--- src/llmq_pkg.sv ---
// Shared types and constants for the linked-list multi-queue unit.
// No dependencies; imported by every module of the block.
package llmq_pkg;

  localparam int NODE_COUNT  = 1024;
  localparam int QUEUE_COUNT = 16;
  localparam int NODE_W      = $clog2(NODE_COUNT);
  localparam int QUEUE_W     = $clog2(QUEUE_COUNT);

  // Operation codes
  localparam logic OP_PUSH = 1'b0;
  localparam logic OP_PULL = 1'b1;

  // Result status codes
  localparam logic [1:0] STAT_DONE   = 2'd0;
  localparam logic [1:0] STAT_EMPTY  = 2'd1;
  localparam logic [1:0] STAT_QUEUED = 2'd2;

  typedef struct packed {
    logic               operation;
    logic [QUEUE_W-1:0] queue_index;
    logic [NODE_W-1:0]  item_index;
  } llmq_in_t;

  typedef struct packed {
    logic [NODE_W-1:0] pulled_item;
    logic [1:0]        status;
  } llmq_out_t;

  // Controller to datapath
  typedef struct packed {
    logic clear;  // one step of the post-reset clearing pass
    logic load;   // capture transaction, issue memory reads
    logic exec;   // commit pointer writes, load result register
  } llmq_cmd_t;

  // Datapath to controller
  typedef struct packed {
    logic clear_last;  // clearing pass is on its final entry
    logic out_free;    // result register can take a new result
  } llmq_sts_t;

endpackage

--- src/llmq_ctrl.sv ---
// Sequencing controller for the linked-list multi-queue unit.
// Depends on llmq_pkg for the command and status structs.
module llmq_ctrl
  import llmq_pkg::*;
(
  input  logic      clk,
  input  logic      rst,
  input  logic      in_valid,
  output logic      in_ready,
  input  llmq_sts_t sts,
  output llmq_cmd_t cmd
);

  localparam logic [1:0] S_CLEAR = 2'd0;
  localparam logic [1:0] S_IDLE  = 2'd1;
  localparam logic [1:0] S_EXEC  = 2'd2;

  logic [1:0] state;
  logic [1:0] state_next;

  // Commands
  assign in_ready  = (state == S_IDLE);
  assign cmd.clear = (state == S_CLEAR);
  assign cmd.load  = in_valid && in_ready;
  assign cmd.exec  = (state == S_EXEC) && sts.out_free;

  // Next state
  always_comb begin
    state_next = state;
    case (state)
      S_CLEAR: begin
        if (sts.clear_last) state_next = S_IDLE;
      end
      S_IDLE: begin
        if (in_valid) state_next = S_EXEC;
      end
      S_EXEC: begin
        if (sts.out_free) state_next = S_IDLE;
      end
      default: state_next = S_CLEAR;
    endcase
  end

  always_ff @(posedge clk) begin
    if (rst) begin
      state <= S_CLEAR;
    end else begin
      state <= state_next;
    end
  end

endmodule

--- config.mk ---
export PLATFORM = sky130hd
export DESIGN_NAME = llmq_ctrl
export DESIGN_NICKNAME = d
export VERILOG_FILES = /design/src/llmq_pkg.sv /design/src/llmq_ctrl.sv
export SDC_FILE = /design/constraint.sdc
export NUM_CORES = 1
export LEC_CHECK = 0
export ABC_CLOCK_PERIOD_IN_PS = 2550
export BUFFER_PORTS_ARGS = -buffer_cell sky130_fd_sc_hd__buf_2
export CAP_MARGIN = 20
export CORE_AREA = 5 5 42 44
export CTS_CLUSTER_DIAMETER = 150
export CTS_CLUSTER_SIZE = 20
export DETAILED_ROUTE_END_ITERATION = 8
export DIE_AREA = 0 0 47 49
export HOLD_SLACK_MARGIN = 0.02
export SYNTH_ARGS = -nofsm -noshare
export SYNTH_HDL_FRONTEND = slang
export SYNTH_SLANG_ARGS = --single-unit
--- constraint.sdc ---
create_clock -name clk -period 2.55 [get_ports clk]
set_clock_uncertainty 0.15 [all_clocks]
set_input_delay 0 -clock clk [delete_from_list [all_inputs] [get_ports clk]]
set_output_delay 0 -clock clk [all_outputs]
set_load 0.005 [all_outputs]
==> run summary <==
DIE
--------------------------------------------------------------------------------------
Overall die width                                                           47 microns
Area of the die                                                           0.00230 sq mm
Area of the core                                                          0.00140 sq mm
Die height                                                                  49 microns
Top-level I/O count                                                                  9
Starting Density                                                                 7.68%
Count of standard-cell rows                                                         14

FINISH
--------------------------------------------------------------------------------------
Top Registers                                                                 state x2
Total number of nets in the final design                                            34
Syn-to-layout area delta                                                          105%
Final standard cell area without fillers                                     220 sq um
Layout cells sized above 1                                                       40.7%
Max FFs per register                                                                 2
Filler cell count                                                                  161
Register with the most flip-flops                                                state
Number of inserted diodes                                                            0

ROUTING
--------------------------------------------------------------------------------------
Number of remaining DRC errors                                                       0
Iteration count of the initial detailed-routing pass                                 2
Iter 0 DRT Violations                                                                1
Via Count                                                                          147
Total wire length after detailed routing                                   350 microns
Uppermost routed layer                                                            met4
Antenna Nets Post-Route                                                              0
DR vias/cell                                                                      3.42
WL per Instance                                                           8.14 microns
Met2 routed wirelength                                                     169 microns
Metal3 WL                                                                   34 microns
Wire length on met1                                                        130 microns

GLOBAL ROUTING
--------------------------------------------------------------------------------------
Via count of the first global-routing pass                                         179
First-pass GRT wire length                                                 669 microns
Total global routing overflow                                                        0
Number of antenna violations at the first check in global routing                    0
Maximum number of pins on one net before global-route repair                         8
Overall global routing resource usage                                            4.43%

POWER
--------------------------------------------------------------------------------------
Power density cells                                                        589 mW/mm^2
Static leakage                                                                0.115 nW
Worst VDD drop                                                                  200 uV

CRITICAL PATH
--------------------------------------------------------------------------------------
Kind of end point of the critical path                                            flop
Kind of launch point of the worst setup path                                      flop
WP data required                                                               2.57 ns
Delay of the slowest critical-path stage                                       0.57 ns
Arrival time reported for the critical path endpoint                           1.56 ns
Critical path cell sequence                                               o21a_1, a311oi_1, dlygate4sd3_1
Library cell contributing the largest single delay on the critical path   dlygate4sd3_1
Reg2Reg Depth                                                                        3
Critical Path Fanout Max                                                             7
Setup Crit Path Kind                                                        reg -> reg

CLOCK TREE
--------------------------------------------------------------------------------------
Clock root cell                                                               clkbuf_4
Longest Clk Path Bufs                                                                2
# H-tree levels                                                                      1
Clock tree from TritonCTS                                                         done
Sink Count                                                                           2
CTS clk-pin slew, worst paths                                                  0.03 ns
Total of hold buffers inserted after clock tree synthesis                            3
TritonCTS buffer count                                                               3
Resized cells post-CTS                                                               0
Buffers inserted by post-CTS timing repair                                           0
Clock latency on the worst-skew pair                                           0.22 ns

TIMING
--------------------------------------------------------------------------------------
Final total negative setup slack                                                  0 ns
Worst slew margin                                                                87.1%
Hold Violations, Final                                                               0
Smallest setup slack after layout                                              1.01 ns
Number of setup violations in the final report                                       0
Actual slew at the worst max-slew pin                                         0.193 ns
Unrepaired setup endpoints after global routing                                     no
Final hold slack                                                             0.0515 ns
Post-layout min period                                                         1.54 ns
Number of pins exceeding their max-slew limit in the final report                    0
Fin crit share                                                                   60.4%
Highest achievable clock rate                                                0.650 GHz

YOSYS
--------------------------------------------------------------------------------------
Per-instance average area after synthesis                                   8.28 sq um
Yosys warnings                                                                       0
Post-synthesis net count                                                            18
Sequential element share of the synthesized area                                 37.2%
Cells after Synth                                                                   13
Synthesized flop and latch total                                                     2
Combined area of all synthesized cells                                       108 sq um
Number of library cell types mapped by synthesis                                    10

PLACE
--------------------------------------------------------------------------------------
Gp weighted congestion                                                           0.657
Post-Place Setup Slack                                                         1.51 ns
Post-detail-place hpwl                                                     221 microns
Total placed instance area                                                   168 sq um
Number of buffers inserted by port buffering                                         8

HOLD PATH
--------------------------------------------------------------------------------------
Number of stages on the worst hold path                                              3
Hold WC Path Type                                                            in -> reg

STATUS
--------------------------------------------------------------------------------------
Run status                                                                finished clean

RUN
--------------------------------------------------------------------------------------
Number of max-cap violations                                                         0

metal layers:
metal	GRT usage [%]	up-vias
met1	4.37	62
met4	6.91	0
met5	0	-
met2	5.66	10
li1	-	73
met3	1.11	2
worst paths after layout:
| path | to | slack (ns) | start |
|---|---|---|---|
| worst max-delay path | state[0] | 1.01 | state[1] |
| worst min-delay path | state[1] | 0.05 | in_valid |
| worst max register to register | state[0] | 1.01 | state[1] |
| worst min register to register | state[1] | 0.52 | state[0] |
worst max-delay path: cells and delay by family (launching register included):
family	cells	cell delay (ns)
buffers and inverters	1	0.57
DFF	1	0.34
AOI/OAI and AO/OA	2	0.42
cells in the final DEF, fill, tap and decap left out:
master	count
o21ba_1	1
clkbuf_4	3
dlygate4sd3_1	3
nor3b_1	1
inv_1	1
dfxtp_1	2
o21a_1	1
nand2_1	1
and3b_1	1
buf_2	8
nor2_1	3
a311oi_1	1
nand2b_1	1
cells in the mapped netlist:
library cell	number	area share, %
nor3b_1	1	7.0
o21ba_1	1	9.3
and3b_1	1	8.1
nand2b_1	1	5.8
nor2_1	3	10
dfxtp_1	2	37
a311oi_1	1	8.1
nand2_1	1	3.5
inv_1	1	3.5
o21a_1	1	7.0
metrics by stage:
stage	instances	util, %	power [mW]
after detailed placement	37	12.0	0.0552
final	43	15.7	0.130
after global placement	37	12.0	0.0554
after global routing	43	15.7	0.141
after CTS	43	15.7	0.135
after floorplan	13	-	0.0455
final cells by class:
class | count | area, sq um | share of cell area (%)
Inverter | 1 | 3.75 | 1.70
Sequential cell | 2 | 40.0 | 18.2
Multi-Input combinational cell | 10 | 63.8 | 29.0
Tap cell | 16 | 20.0 | 9.09
Clock buffer | 3 | 22.5 | 10.2
Timing Repair Buffer | 11 | 70.1 | 31.8
where the power goes:
part           internal, mW  switching [mW]  total, mW
Sequential           0.0340         0.00325     0.0372
Clock                0.0519          0.0185     0.0704
Combinational        0.0140         0.00811     0.0221
cell families (layout without fill, tap and decap cells):
logic type	count (synthesis)	in the layout	share of synthesized area, %
flops	2	2	37.2
simple gates	7	7	34.9
compound gates	3	3	24.4
buf+inv	1	15	3.49
No activity file was read; power rests on OpenSTA's default activity.
